### src/hw/rtl/hpt_pkg.sv
package hpt_pkg;

  localparam int unsigned ASID_W     = 6;
  localparam int unsigned VPN_W      = 20;
  localparam int unsigned PPN_W      = 20;
  localparam int unsigned SLOT_W     = 10;
  localparam int unsigned WORD_W     = 32;
  localparam int unsigned PAGE_SHIFT = 12;

  typedef enum logic {
    OP_INSERT = 1'b0,
    OP_LOOKUP = 1'b1
  } op_e;

  typedef enum logic [1:0] {
    ST_OK   = 2'd0,
    ST_MISS = 2'd1,
    ST_ZERO = 2'd2,
    ST_FULL = 2'd3
  } status_e;

  typedef enum logic [2:0] {
    S_CLEAR,
    S_IDLE,
    S_HASH,
    S_READ,
    S_CHECK,
    S_REJECT
  } state_e;

  // one table entry, 48 bits
  typedef struct packed {
    logic              valid;
    logic [ASID_W-1:0] asid;
    logic [VPN_W-1:0]  vpn;
    logic [PPN_W-1:0]  ppn;
    logic              dirty;
  } entry_t;

  typedef struct packed {
    op_e               opcode;
    logic [ASID_W-1:0] asid;
    logic [VPN_W-1:0]  vpn;
    logic [PPN_W-1:0]  ppn;
    logic              writable;
  } req_t;

  typedef struct packed {
    status_e           status;
    logic [SLOT_W-1:0] slot;
    logic [WORD_W-1:0] tlb_hi;
    logic [WORD_W-1:0] tlb_lo;
  } rsp_t;

  // tlb words for a stored entry: uncached bit 11, dirty bit 10, valid bit 9
  function automatic rsp_t make_hit(logic [SLOT_W-1:0] slot, entry_t e);
    rsp_t r;
    r.status = ST_OK;
    r.slot   = slot;
    r.tlb_hi = {e.vpn, {PAGE_SHIFT{1'b0}}};
    r.tlb_lo = {e.ppn, 1'b1, e.dirty, 1'b1, {(PAGE_SHIFT - 3){1'b0}}};
    return r;
  endfunction

  function automatic rsp_t make_fail(status_e status);
    rsp_t r;
    r.status = status;
    r.slot   = '0;
    r.tlb_hi = '0;
    r.tlb_lo = '0;
    return r;
  endfunction

endpackage

### src/hw/rtl/hpt_probe.sv
module hpt_probe import hpt_pkg::*; #(
  parameter int unsigned TABLE_DEPTH = 1024,
  localparam int unsigned IDX_W = $clog2(TABLE_DEPTH)
) (
  input  logic             clk_i,
  input  logic             rst_ni,
  input  logic             req_valid_i,
  input  req_t             req_i,
  output logic             req_ready_o,
  output logic             hash_start_o,
  output logic [VPN_W-1:0] hash_key_o,
  input  logic             hash_done_i,
  input  logic [IDX_W-1:0] hash_idx_i,
  output logic             ram_we_o,
  output logic [IDX_W-1:0] ram_waddr_o,
  output entry_t           ram_wdata_o,
  output logic             ram_re_o,
  output logic [IDX_W-1:0] ram_raddr_o,
  input  entry_t           ram_rdata_i,
  input  logic             res_busy_i,
  output logic             res_push_o,
  output rsp_t             res_o
);

  localparam logic [IDX_W-1:0] LAST = IDX_W'(TABLE_DEPTH - 1);

  state_e           state_q, state_d;
  req_t             item_q, item_d;
  logic [IDX_W-1:0] idx_q, idx_d;
  logic [IDX_W-1:0] n_q, n_d;
  logic [IDX_W-1:0] idx_inc;
  entry_t           new_entry;

  assign idx_inc = (idx_q == LAST) ? '0 : idx_q + 1'b1;

  always_comb begin
    new_entry.valid = 1'b1;
    new_entry.asid  = item_q.asid;
    new_entry.vpn   = item_q.vpn;
    new_entry.ppn   = item_q.ppn;
    new_entry.dirty = item_q.writable;
  end

  always_ff @(posedge clk_i or negedge rst_ni) begin
    if (!rst_ni) begin
      state_q <= S_CLEAR;
      idx_q   <= '0;
      n_q     <= '0;
    end else begin
      state_q <= state_d;
      idx_q   <= idx_d;
      n_q     <= n_d;
    end
  end

  always_ff @(posedge clk_i) begin
    item_q <= item_d;
  end

  always_comb begin
    state_d      = state_q;
    item_d       = item_q;
    idx_d        = idx_q;
    n_d          = n_q;
    req_ready_o  = 1'b0;
    hash_start_o = 1'b0;
    hash_key_o   = VPN_W'(req_i.asid) ^ req_i.vpn;
    ram_we_o     = 1'b0;
    ram_waddr_o  = idx_q;
    ram_wdata_o  = new_entry;
    ram_re_o     = 1'b0;
    ram_raddr_o  = idx_q;
    res_push_o   = 1'b0;
    res_o        = make_fail(ST_MISS);

    case (state_q)
      S_CLEAR: begin
        ram_we_o    = 1'b1;
        ram_wdata_o = '0;
        idx_d       = idx_inc;
        if (idx_q == LAST) begin
          state_d = S_IDLE;
        end
      end
      S_IDLE: begin
        req_ready_o = 1'b1;
        if (req_valid_i) begin
          item_d = req_i;
          if (req_i.opcode == OP_INSERT && (req_i.vpn == '0 || req_i.ppn == '0)) begin
            state_d = S_REJECT;
          end else begin
            hash_start_o = 1'b1;
            state_d      = S_HASH;
          end
        end
      end
      S_HASH: begin
        if (hash_done_i) begin
          idx_d   = hash_idx_i;
          n_d     = '0;
          state_d = S_READ;
        end
      end
      S_READ: begin
        ram_re_o = 1'b1;
        state_d  = S_CHECK;
      end
      S_CHECK: begin
        if (!res_busy_i) begin
          if (!ram_rdata_i.valid) begin
            res_push_o = 1'b1;
            state_d    = S_IDLE;
            if (item_q.opcode == OP_INSERT) begin
              ram_we_o = 1'b1;
              res_o    = make_hit(SLOT_W'(idx_q), new_entry);
            end
          end else if (item_q.opcode == OP_LOOKUP && ram_rdata_i.asid == item_q.asid
                       && ram_rdata_i.vpn == item_q.vpn) begin
            res_push_o = 1'b1;
            res_o      = make_hit(SLOT_W'(idx_q), ram_rdata_i);
            state_d    = S_IDLE;
          end else if (n_q == LAST) begin
            // every slot visited
            res_push_o = 1'b1;
            res_o      = make_fail(item_q.opcode == OP_INSERT ? ST_FULL : ST_MISS);
            state_d    = S_IDLE;
          end else begin
            ram_re_o    = 1'b1;
            ram_raddr_o = idx_inc;
            idx_d       = idx_inc;
            n_d         = n_q + 1'b1;
          end
        end
      end
      S_REJECT: begin
        if (!res_busy_i) begin
          res_push_o = 1'b1;
          res_o      = make_fail(ST_ZERO);
          state_d    = S_IDLE;
        end
      end
      default: begin
        state_d = S_IDLE;
      end
    endcase
  end

endmodule

### config.mk
export PLATFORM = sky130hd
export DESIGN_NAME = hpt_probe
export DESIGN_NICKNAME = d
export VERILOG_FILES = /design/src/hw/rtl/hpt_pkg.sv /design/src/hw/rtl/hpt_probe.sv
export SDC_FILE = /design/constraint.sdc
export NUM_CORES = 1
export LEC_CHECK = 0
export BUFFER_PORTS_ARGS = -buffer_cell sky130_fd_sc_hd__buf_4
export CAP_MARGIN = 20
export CORE_MARGIN = 3
export CORE_UTILIZATION = 45
export DETAILED_ROUTE_END_ITERATION = 10
export PLACE_DENSITY = 0.81
export SLEW_MARGIN = 0
export SYNTH_ARGS = -nofsm -noshare
export SYNTH_HDL_FRONTEND = slang
export SYNTH_SLANG_ARGS = --single-unit
### constraint.sdc
create_clock -name clk_i -period 3.2 [get_ports clk_i]
set_input_delay 0.64 -clock clk_i [delete_from_list [all_inputs] [get_ports clk_i]]
set_output_delay 0.64 -clock clk_i [all_outputs]
set_load 0.02 [all_outputs]
==> impl_metrics.toml <==
[outcome]
status = "completed"

[global_routing]
busiest_layer = "met2"
track_usage_pct = 27.6
overflow = 0
grt_pass1_vias = 5080
grtUsageMet1_pct = 30.8
grt_use_met3_pct = 9.50
grt_pass1_wl_um = 27400
antenna_found_initial = 0
use_met2_pct = 49.6
grt_max_degree = 49

[route]
post_drt_wl_per_cell_um = 20.0
dr.first_iter.drc_count = 442
drc = 0
via_per_inst = 5.71
wirelength_um = 17800
ant_nets = 0
routed-via-count = 5099
drtPass1Iterations = 7

[placed_design]
dp_slack_ps = 136
numPortBuffers = 258
gp_congestion = 0.903
dp_hpwl_um = 13800
place_inst = 875

[die]
die_w_um = 111
die_h_um = 111
core_um2 = 10500
die_area_um2 = 12300
num_rows = 37
start_util_pct = 47.1
io_pins = 280

[setup_path]
cp-start-kind = "flip-flop"
crit_path_max_incr_delay_ps = 430
critPathCapture = "ram_raddr_o[6]"
crit-reg2reg-launch = "state_q[2]"
cp_num_buf_inv = 2
cp.required_ps = 2560
crit_type = "flip-flop to output port"
cp.depth = 9
cp_top_family = "simple AND/OR/NAND/NOR gates"
r2r_slack_ps = 800
crit_path_frequent_cell = "nand3_1"
end_kind = "output port"
critical_path_arrival_ps = 2530
r2r-end = "ram_waddr_o[4]"
critPathSlowestCell = "dfrtp_1"
crit_start = "n_q[0]"
path_max_fanout = 35
worstRegToRegCells = 6
path_cells = "ha_1, and3_1, and2_1, nand3_1, a21boi_2, buf_12, nand3_1, xnor2_1, buf_4"

[clock_network]
numClockSinks = 71
cts_tree = "yes"
root_buffer = "clkbuf_8"
h-tree-depth = 3
cts.path.max_buffers = 2
insertion_delay_ps = 360
path_clk_slew_ps = 80
ctsHoldBuffers = 0
cts_made_buffers = 9

[synthesis]
synth_edf_count = 48
synth.area.top_cells = "edfxtp_1 (29%), dfrtp_1 (12%), a22o_1 (7.6%), buf_4 (6.2%), nor2b_1 (5.9%)"
yosysMostFrequentCell = "edfxtp_1"
yosys.cell_types.count = 53
syn_area_um2 = 4950
synth_seq_cells = 71
yosysSeqAreaShare_pct = 40.7
synth_top_area_share_pct = 29.1
yosys_warnings = 0
ys.flop_type = "edfxtp_1"
synth.avg_cell_area_um2 = 9.72
synth_common_cells = "edfxtp_1 (48), nor2b_1 (47), a22o_1 (43)"
synth_area_leader_cell = "edfxtp_1"
synth_cells = 509
async_reset_ff_share_pct = 32.4

[sta]
fin_crit_sh_pct = 99.1
relSlewSlack_pct = 50.4
hold_ws_ps = 183
setup_viol = 0
fin_crit_ps = 3170
drv_slew = 0
clock-skew-final_ps = 17.2
tns_ps = 0
worst_slew_pin_slew_ps = 741
fin_ws_ps = 28.0
fmax_mhz = 315
rsz0062_at_grt = "true"
hold_viol = 0

[power_and_ir_drop]
power.density_nw_per_um2 = 704
leakagePower_nw = 3.28
peakVddDrop_mv = 0.436
p_total_mw = 5.03

[final_layout]
n_antenna_cell = 0
num-fill-cells = 816
nets = 865
final_cells = 893
drive_above_1_share_pct = 42.3
syn2layout_area_growth_pct = 44.2

[flow_run]
maxCapViolCount = 0

[hold_path]
min_path_type = "primary input to asynchronous set/reset pin"
==> where the power goes <==
part,switching [mW],leakage [nW],internal (mW)
combinational,1.74,2.43,1.17
clock,0.393,0.106,0.371
sequential,0.171,0.743,1.18
total,2.30,3.28,2.72
==> through the flow <==
| stage | utilization, % | cell area, um^2 |
|---|---|---|
| after CTS | 67.5 | 7100 |
| after global placement | 65.5 | 6880 |
| after global routing | 67.9 | 7140 |
| after floorplan | - | 5020 |
| after detailed placement | 65.5 | 6880 |
| final | 67.9 | 7140 |
==> layer usage <==
metal,part of all wire [%],wire (um)
met5,0,0
met4,2.8,507
met3,9.4,1680
met2,52,9350
met1,35,6290
==> area by class of cell <==
class / count / area [um^2] / area share [%]
inverter: 10 / 37.5 / 0.526
clock inverter: 7 / 81.3 / 1.14
tap: 136 / 170 / 2.38
multi-input combinational: 378 / 2560 / 35.9
sequential: 71 / 2020 / 28.3
clock buffer: 9 / 124 / 1.74
timing repair buffer: 282 / 2150 / 30.1
==> worst reg2reg max path: cells and delay by family, from the launching register on <==
family	cells	cell delay, ps
DFF	1	420
AOI/OAI and AO/OA	3	560
buffers and inverters	1	170
and+or+nand+nor	2	1150
==> layout by cell type, fill, tap and decap left out, types with 3 or more instances in the layout <==
cell type	count
buf_4	279
a22o_1	43
a21oi_1	12
nor4_1	11
and2_1	12
nor4_2	4
a31o_2	3
and3_1	10
nand3_1	21
edfxtp_1	48
nand2_1	31
a22oi_1	3
nand4_1	13
conb_1	21
nor2b_1	47
mux2i_1	11
a31oi_1	6
o211ai_1	5
nor2_1	17
xor2_1	10
clkinv_4	3
inv_1	8
a21o_1	6
o32ai_1	4
o21ai_0	10
xnor2_1	30
nand2b_1	6
clkbuf_8	9
dfrtp_1	22
nor3b_1	3
o21a_1	3
nor3_1	5
==> worst min-delay path by stage <==
stage            from              to  slack, ps  depth (start not counted)
2_1_floorplan  rst_ni          n_q[0]        340                          0
3_3_place_gp   n_q[9]          n_q[9]        470                          1
3_5_place_dp   n_q[9]          n_q[9]        480                          1
4_1_cts        rst_ni  ram_waddr_o[5]        170                          1
5_1_grt        rst_ni  ram_waddr_o[2]        180                          1
6_report       rst_ni  ram_waddr_o[5]        180                          1
==> registers in the layout, summed over array words and instances (netlist names) <==
name	flops
state_q	3
ram_waddr_o	10
n_q	10
item_q	48
==> repair_timing <==
| item | 4_1_cts | 5_1_grt |
|---|---|---|
| endpoints found under the setup margin | 48 | 27 |
| hold endpoints to repair | 0 | 0 |
| gates resized for setup | 3 | 7 |
| pin swaps | 0 | 2 |
| setup buffers | 1 | 1 |
==> cells by family after synthesis <==
family | synth area share (%)
and+or+nand+nor | 22.6
DFF | 40.7
muxes | 2.22
adders and majority gates | 0.505
xor gates and xnor gates | 7.08
AOI/OAI and AO/OA | 17.1
buffers and inverters | 9.68
other | 0.0758
No activity file was read; power rests on OpenSTA's default activity.
