File: src/hw/rtl/hpt_pkg.sv
package hpt_pkg;

  localparam int unsigned ASID_W     = 6;
  localparam int unsigned VPN_W      = 20;
  localparam int unsigned PPN_W      = 20;
  localparam int unsigned SLOT_W     = 10;
  localparam int unsigned WORD_W     = 32;
  localparam int unsigned PAGE_SHIFT = 12;

  typedef enum logic {
    OP_INSERT = 1'b0,
    OP_LOOKUP = 1'b1
  } op_e;

  typedef enum logic [1:0] {
    ST_OK   = 2'd0,
    ST_MISS = 2'd1,
    ST_ZERO = 2'd2,
    ST_FULL = 2'd3
  } status_e;

  typedef enum logic [2:0] {
    S_CLEAR,
    S_IDLE,
    S_HASH,
    S_READ,
    S_CHECK,
    S_REJECT
  } state_e;

  // one table entry, 48 bits
  typedef struct packed {
    logic              valid;
    logic [ASID_W-1:0] asid;
    logic [VPN_W-1:0]  vpn;
    logic [PPN_W-1:0]  ppn;
    logic              dirty;
  } entry_t;

  typedef struct packed {
    op_e               opcode;
    logic [ASID_W-1:0] asid;
    logic [VPN_W-1:0]  vpn;
    logic [PPN_W-1:0]  ppn;
    logic              writable;
  } req_t;

  typedef struct packed {
    status_e           status;
    logic [SLOT_W-1:0] slot;
    logic [WORD_W-1:0] tlb_hi;
    logic [WORD_W-1:0] tlb_lo;
  } rsp_t;

  // tlb words for a stored entry: uncached bit 11, dirty bit 10, valid bit 9
  function automatic rsp_t make_hit(logic [SLOT_W-1:0] slot, entry_t e);
    rsp_t r;
    r.status = ST_OK;
    r.slot   = slot;
    r.tlb_hi = {e.vpn, {PAGE_SHIFT{1'b0}}};
    r.tlb_lo = {e.ppn, 1'b1, e.dirty, 1'b1, {(PAGE_SHIFT - 3){1'b0}}};
    return r;
  endfunction

  function automatic rsp_t make_fail(status_e status);
    rsp_t r;
    r.status = status;
    r.slot   = '0;
    r.tlb_hi = '0;
    r.tlb_lo = '0;
    return r;
  endfunction

endpackage

File: src/hw/rtl/hpt_hash.sv
module hpt_hash import hpt_pkg::*; #(
  parameter int unsigned TABLE_DEPTH = 1024,
  localparam int unsigned IDX_W = $clog2(TABLE_DEPTH)
) (
  input  logic             clk_i,
  input  logic             rst_ni,
  input  logic             start_i,
  input  logic [VPN_W-1:0] key_i,
  output logic             done_o,
  output logic [IDX_W-1:0] idx_o
);

  // key mod depth by reciprocal multiply, exact for every 20-bit key
  localparam int unsigned SHIFT  = VPN_W + IDX_W;
  localparam int unsigned MUL_W  = VPN_W + 2;
  localparam int unsigned PROD_W = VPN_W + MUL_W;
  localparam longint unsigned MUL_L =
    ((64'd1 << SHIFT) + 64'(TABLE_DEPTH) - 64'd1) / 64'(TABLE_DEPTH);
  localparam logic [MUL_W-1:0] MUL = MUL_W'(MUL_L);
  localparam int unsigned DEP_W = $clog2(TABLE_DEPTH + 1);
  localparam int unsigned QD_W  = VPN_W + DEP_W;
  localparam logic [DEP_W-1:0] DEP = DEP_W'(TABLE_DEPTH);

  logic [2:0]        vld_q;
  logic [PROD_W-1:0] prod_q;
  logic [VPN_W-1:0]  key1_q, key2_q;
  logic [QD_W-1:0]   qd_q;
  logic [IDX_W-1:0]  idx_q;
  logic [VPN_W-1:0]  quot, rem;

  assign quot = VPN_W'(prod_q >> SHIFT);
  assign rem  = key2_q - VPN_W'(qd_q);

  always_ff @(posedge clk_i or negedge rst_ni) begin
    if (!rst_ni) begin
      vld_q <= '0;
    end else begin
      vld_q <= {vld_q[1:0], start_i};
    end
  end

  always_ff @(posedge clk_i) begin
    prod_q <= PROD_W'(key_i) * PROD_W'(MUL);
    key1_q <= key_i;
    qd_q   <= QD_W'(quot) * QD_W'(DEP);
    key2_q <= key1_q;
    idx_q  <= IDX_W'(rem);
  end

  assign done_o = vld_q[2];
  assign idx_o  = idx_q;

endmodule

File: config.mk
export PLATFORM = sky130hd
export DESIGN_NAME = hpt_hash
export DESIGN_NICKNAME = d
export VERILOG_FILES = /design/src/hw/rtl/hpt_pkg.sv /design/src/hw/rtl/hpt_hash.sv
export SDC_FILE = /design/constraint.sdc
export NUM_CORES = 1
export LEC_CHECK = 0
export ABC_CLOCK_PERIOD_IN_PS = 1700
export BUFFER_PORTS_ARGS = -buffer_cell sky130_fd_sc_hd__buf_4
export CORE_ASPECT_RATIO = 0.6
export CORE_MARGIN = 5
export CORE_UTILIZATION = 25
export CTS_BUF_LIST = sky130_fd_sc_hd__clkbuf_4 sky130_fd_sc_hd__clkbuf_8
export DETAILED_ROUTE_END_ITERATION = 8
export HOLD_SLACK_MARGIN = 0.1
export MAX_ROUTING_LAYER = met4
export REMOVE_ABC_BUFFERS = 1
export SYNTH_ARGS = -nofsm -noshare
export SYNTH_HDL_FRONTEND = slang
export SYNTH_SLANG_ARGS = --single-unit
File: constraint.sdc
create_clock -name clk_i -period 1.7 [get_ports clk_i]
set_clock_uncertainty 0.15 [all_clocks]
set_input_delay 0.17 -clock clk_i [delete_from_list [all_inputs] [get_ports clk_i]]
set_output_delay 0.17 -clock clk_i [all_outputs]
set_load 0.01 [all_outputs]
==> flow_summary.yaml, run 1 <==
grt:
  grt_overflow: 0
  grt_pass1_vias: 373
  groute.usage.overall_pct: 6.31
  antenna_found_initial: 0
  grt_pass1_wl_um: 1610
  grt_max_degree: 11
place:
  dpl.cell_count: 88
  post-place-ws_ps: 893
  io_buffers: 23
  gp_congestion: 0.573
sta:
  final.period_utilization_pct: 64.2
  rsz0062_at_grt: "no"
  tns_ps: 0
  report.final.setup_viol: 0
  maxSlewHeadroom_pct: 89.4
  worst_pin_slew_ps: 158
  layout_setup_ws_ps: 609
  max_freq_mhz: 916
  slew_viol_final: 0
  min_period_ps: 1090
  final_hold_viol_count: 0
worst_setup_path:
  crit-reg2reg-launch: "vld_q[0]"
  required_ps: 1380
  cp_max_fo: 1
  critPathMaxStageDelay_ps: 360
  worst_setup_path_end_kind: "output pin"
  critical-path-top-delay-family: "flip-flops"
  cp-start-kind: "flip-flop"
  crit_start: "vld_q[2]"
  crit_buf_inv: 1
  crit_type: "reg -> out"
  ff2ff_path_depth: 0
  cpMaxStageDelayCell: "dfrtp_1"
  worstPathArrival_ps: 770
  r2r_end: "vld_q[1]"
  rrSetupSlack_ps: 1080
  crit_chain: "buf_4"
drt:
  detail_route.wirelength_um: 937
  drtAntennaViolNets: 0
  drt_iter0_drc: 6
  vias_per_cell: 3.34
  vias: 364
  drcViolationCount: 0
  drtPass1Iterations: 2
  wl_per_cell_um: 8.60
final_layout:
  num-multi-input-gates: 0
  drive_above_1_share_pct: 40.3
  stdcell_count: 109
  finalNetCount: 99
  diodes: 0
  area_delta_synth_final_pct: 63.5
  multi_input_area_sq_um: 0
pwr:
  cellLeakagePower_uw: 0.000501
  peakVddDrop_v: 0.000437
  power_density_nw_per_um2: 1300
yosys:
  ys_seq_area_share_pct: 100
  avgSynthCellArea_sq_um: 20.5
  ys_warn_count: 0
  synth-seq-cells: 33
  netlist_instances: 33
  synth.distinct_cells: 2
  synth_area_sq_um: 676
cts:
  cts_made_buffers: 5
  cts_tree: "yes"
  clock-root-buffer: "clkbuf_8"
  path_clk_slew_ps: 60
  cts_max_level: 2
  ctsLongestPathBuffers: 2
  clock_latency_ps: 270
  cts_sinks: 33
min_path:
  holdCritPathClass: "reg -> reg"
  holdPathEnd: "idx_o[9]"
  min_from: "key2_q[9]"
  hold_depth: 0
die:
  start_util_pct: 26.6
  die_area_sq_um: 3880
  placementRows: 14
  dieHeight_um: 50.3
  die_width_um: 77.1
  io_pins: 34
  core_sq_um: 2540
flow_run:
  maxCapViolations: 0
run_status:
  status: "completed"
-- final cells by class --
cell class | count | area, sq um
fillers | 239 | 1440
flip-flops and latches | 33 | 676
repair buffers | 36 | 303
clock buffers | 6 | 76.3
well taps | 32 | 40.0
clock inverters | 2 | 10.0
-- power breakdown --
group          switching [uW]  leakage, uW  internal (uW)
Clock                     245    0.0000484            299
Sequential               8.62     0.000288            816
Combinational            20.0     0.000165           52.4
Total                     274     0.000501           1170
-- through the flow --
stage	hold slack, ps	total power (uW)	area [sq um]	util (%)
2_1_floorplan	-276	847	676	-
3_3_place_gp	-189	890	888	35.0
3_5_place_dp	-186	893	888	35.0
4_1_cts	177	1470	1100	43.5
5_1_grt	182	1510	1100	43.5
6_report	176	1440	1100	43.5
-- state kept, by name, summed over array words and instances, names as in the netlist --
signal / count
key2_q: 10
key1_q: 10
idx_o: 10
vld_q: 3
-- logic make-up (layout without fill, tap and decap cells) --
group                  after synthesis  in the layout  synth area share, %
DFF                                 33             33                  100
buffers and inverters                0             44                    0
-- routing by layer --
metal  share of wire (%)  wire length, um  GRT usage, %  vias up
li1                    -                -             -      184
met1                  41              384          5.89      162
met2                  44              415          7.46       18
met3                  15              137          7.32        0
met4                   0                0          3.43        0
met5                   0                0             -        -
-- Yosys cell counts (all sizes together) --
library cell,count,area (sq um)
dfxtp,30,601
dfrtp,3,75.1
-- how the worst max path moves through the flow --
stage	end	slack, ps	cells after the start
global route	done_o	570	1
detailed placement	done_o	890	1
finish	done_o	610	1
floorplan	done_o	1000	0
CTS	done_o	590	1
global placement	done_o	910	1
-- placed cells by master, fill, tap and decap left out --
master / instances
dfxtp_1: 30
buf_4: 23
dlygate4sd3_1: 13
clkbuf_8: 5
dfrtp_1: 3
clkinv_2: 2
clkbuf_4: 1
-- what timing repair did --
action                                 CTS  global route
setup buffers                            0             0
endpoints found under the hold margin   14             0
gates resized for setup                  0             0
hold buffers                            13             0
Note: power is estimated with default switching activity, not from simulation.
==> run 2: changes to the inputs <==
--- a/config.mk
+++ b/config.mk
@@ -5,7 +5,7 @@
 export SDC_FILE = /design/constraint.sdc
 export NUM_CORES = 1
 export LEC_CHECK = 0
-export ABC_CLOCK_PERIOD_IN_PS = 1700
+export ABC_CLOCK_PERIOD_IN_PS = 900
 export BUFFER_PORTS_ARGS = -buffer_cell sky130_fd_sc_hd__buf_4
 export CORE_ASPECT_RATIO = 0.6
 export CORE_MARGIN = 5
==> constraint.sdc (replaced) <==
create_clock -name clk_i -period 0.9 [get_ports clk_i]
set_clock_uncertainty 0.15 [all_clocks]
set_input_delay 0.09 -clock clk_i [delete_from_list [all_inputs] [get_ports clk_i]]
set_output_delay 0.09 -clock clk_i [all_outputs]
set_load 0.01 [all_outputs]
==> flow_summary.yaml, run 2 (synthesis results as in run 1) <==
final_layout:
  finalNetCount: 98
  post-route-util_pct: 45.2
  final_common_cell: "dfxtp_1"
  fill_cells: 241
  multi_input_area_sq_um: 0
  area_delta_synth_final_pct: 69.8
  drive_above_1_share_pct: 52.6
  num-multi-input-gates: 0
  layout_common_cells: "dfxtp_1, dlygate4sd3_1, buf_4, buf_6, dfxtp_2"
  diodes: 0
grt:
  groute.usage.overall_pct: 6.93
  grt_overflow: 0
  grt_pass1_wl_um: 1770
  grt_pass1_vias: 402
  grt_max_degree: 11
  antenna_found_initial: 0
drt:
  vias_per_cell: 3.36
  drtAntennaViolNets: 0
  wl_per_cell_um: 9.41
  vias: 363
  drtPass1Iterations: 2
  drt_iter0_drc: 9
  drcViolationCount: 0
  detail_route.wirelength_um: 1020
die:
  start_util_pct: 26.6
  core_sq_um: 2540
  io_pins: 34
  die_width_um: 77.1
  dieHeight_um: 50.3
  placementRows: 14
  die_area_sq_um: 3880
worst_setup_path:
  worstPathArrival_ps: 760
  crit_type: "reg -> out"
  critical-path-top-delay-family: "flip-flops"
  cp-start-kind: "flip-flop"
  required_ps: 660
  cpMaxStageDelayCell: "dfrtp_1"
  crit_buf_inv: 1
  worst_setup_path_end_kind: "output pin"
  crit_chain: "buf_6"
  cp_max_fo: 1
  critPathMaxStageDelay_ps: 370
cts:
  clock_latency_ps: 270
  path_clk_slew_ps: 60
  cts_tree: "yes"
  clock-root-buffer: "clkbuf_8"
  cts_sinks: 33
  postCtsSetupBuffers: 0
  postCtsHoldBufs: 12
  ctsLongestPathBuffers: 2
  cts_max_level: 2
  cts_made_buffers: 5
flow_run:
  maxCapViolations: 0
place:
  gp_congestion: 0.573
  io_buffers: 23
sta:
  slew_viol_final: 0
  maxSlewHeadroom_pct: 95.3
  tns_ps: -453
  min_period_ps: 997
  fin_hold_ws_ps: -6.29
  final.period_utilization_pct: 111
  report.final.setup_viol: 11
  rsz0062_at_grt: "yes"
  final_hold_viol_count: 3
  max_freq_mhz: 1000
  layout_setup_ws_ps: -97.2
  worst_pin_slew_ps: 71.0
min_path:
  holdCritPathClass: "in -> async"
run_status:
  status: "complete, but fails checks"
  violations: "hold timing, setup timing"
pwr:
  power_density_nw_per_um2: 2400
  cellLeakagePower_uw: 0.000511
  peakVddDrop_v: 0.000836
## run 2: cell types whose count changed in the layout (fill, tap and decap cells not counted), sizes merged
| cell | before | now |
|---|---|---|
| dlygate4sd3 | 13 | 12 |
## run 2: stage by stage
stage / hold WS, ps / power, uW / cell area, sq um / setup slack (ps) / std cells
after CTS: -21.7 / 2800 / 1140 / -126 / 108
after floorplan: -356 / 1600 / 676 / 284 / 33
after detailed placement: -266 / 1690 / 888 / 173 / 88
after global placement: -269 / 1680 / 888 / 188 / 88
after global routing: -15.9 / 2910 / 1150 / -132 / 108
final: -6.29 / 2750 / 1150 / -97.2 / 108
## run 2: layout make-up
class	count	area, sq um	share of cell area, %
Clock buffer	6	76.3	6.65
Clock inverter	2	10.0	0.872
Sequential cell	33	687	59.9
Tap cell	32	40.0	3.49
Timing Repair Buffer	35	334	29.1
## run 2: repair_timing
item	in CTS	in global routing
gates resized for setup	16	4
gates cloned	0	0
endpoints found under the hold margin	14	3
setup endpoints to repair	11	11
## run 2: layer usage
layer | GRT usage, % | part of all wire (%) | vias up
met3 | 7.68 | 15 | 0
met2 | 10.0 | 50 | 18
met1 | 5.43 | 35 | 163
met4 | 3.43 | 0 | 0
met5 | - | 0 | -
li1 | - | - | 182
## run 2: path summary, 6_finish.rpt
check                            end  slack, ps  cells after the start  startpoint
max reg2reg                 vld_q[2]        280                      0    vld_q[1]
min reg2reg                key2_q[4]        180                      0   key1_q[4]
min                         vld_q[1]         -6                      2      rst_ni
max                           done_o       -100                      1    vld_q[2]
max in group asynchronous   vld_q[2]        510                      2      rst_ni
min in group clk_i         key2_q[4]        180                      0   key1_q[4]
## run 2: report_power, final
group / switching [uW] / internal, uW
registers: 21.9 / 1550
clock network: 469 / 564
logic: 37.6 / 112
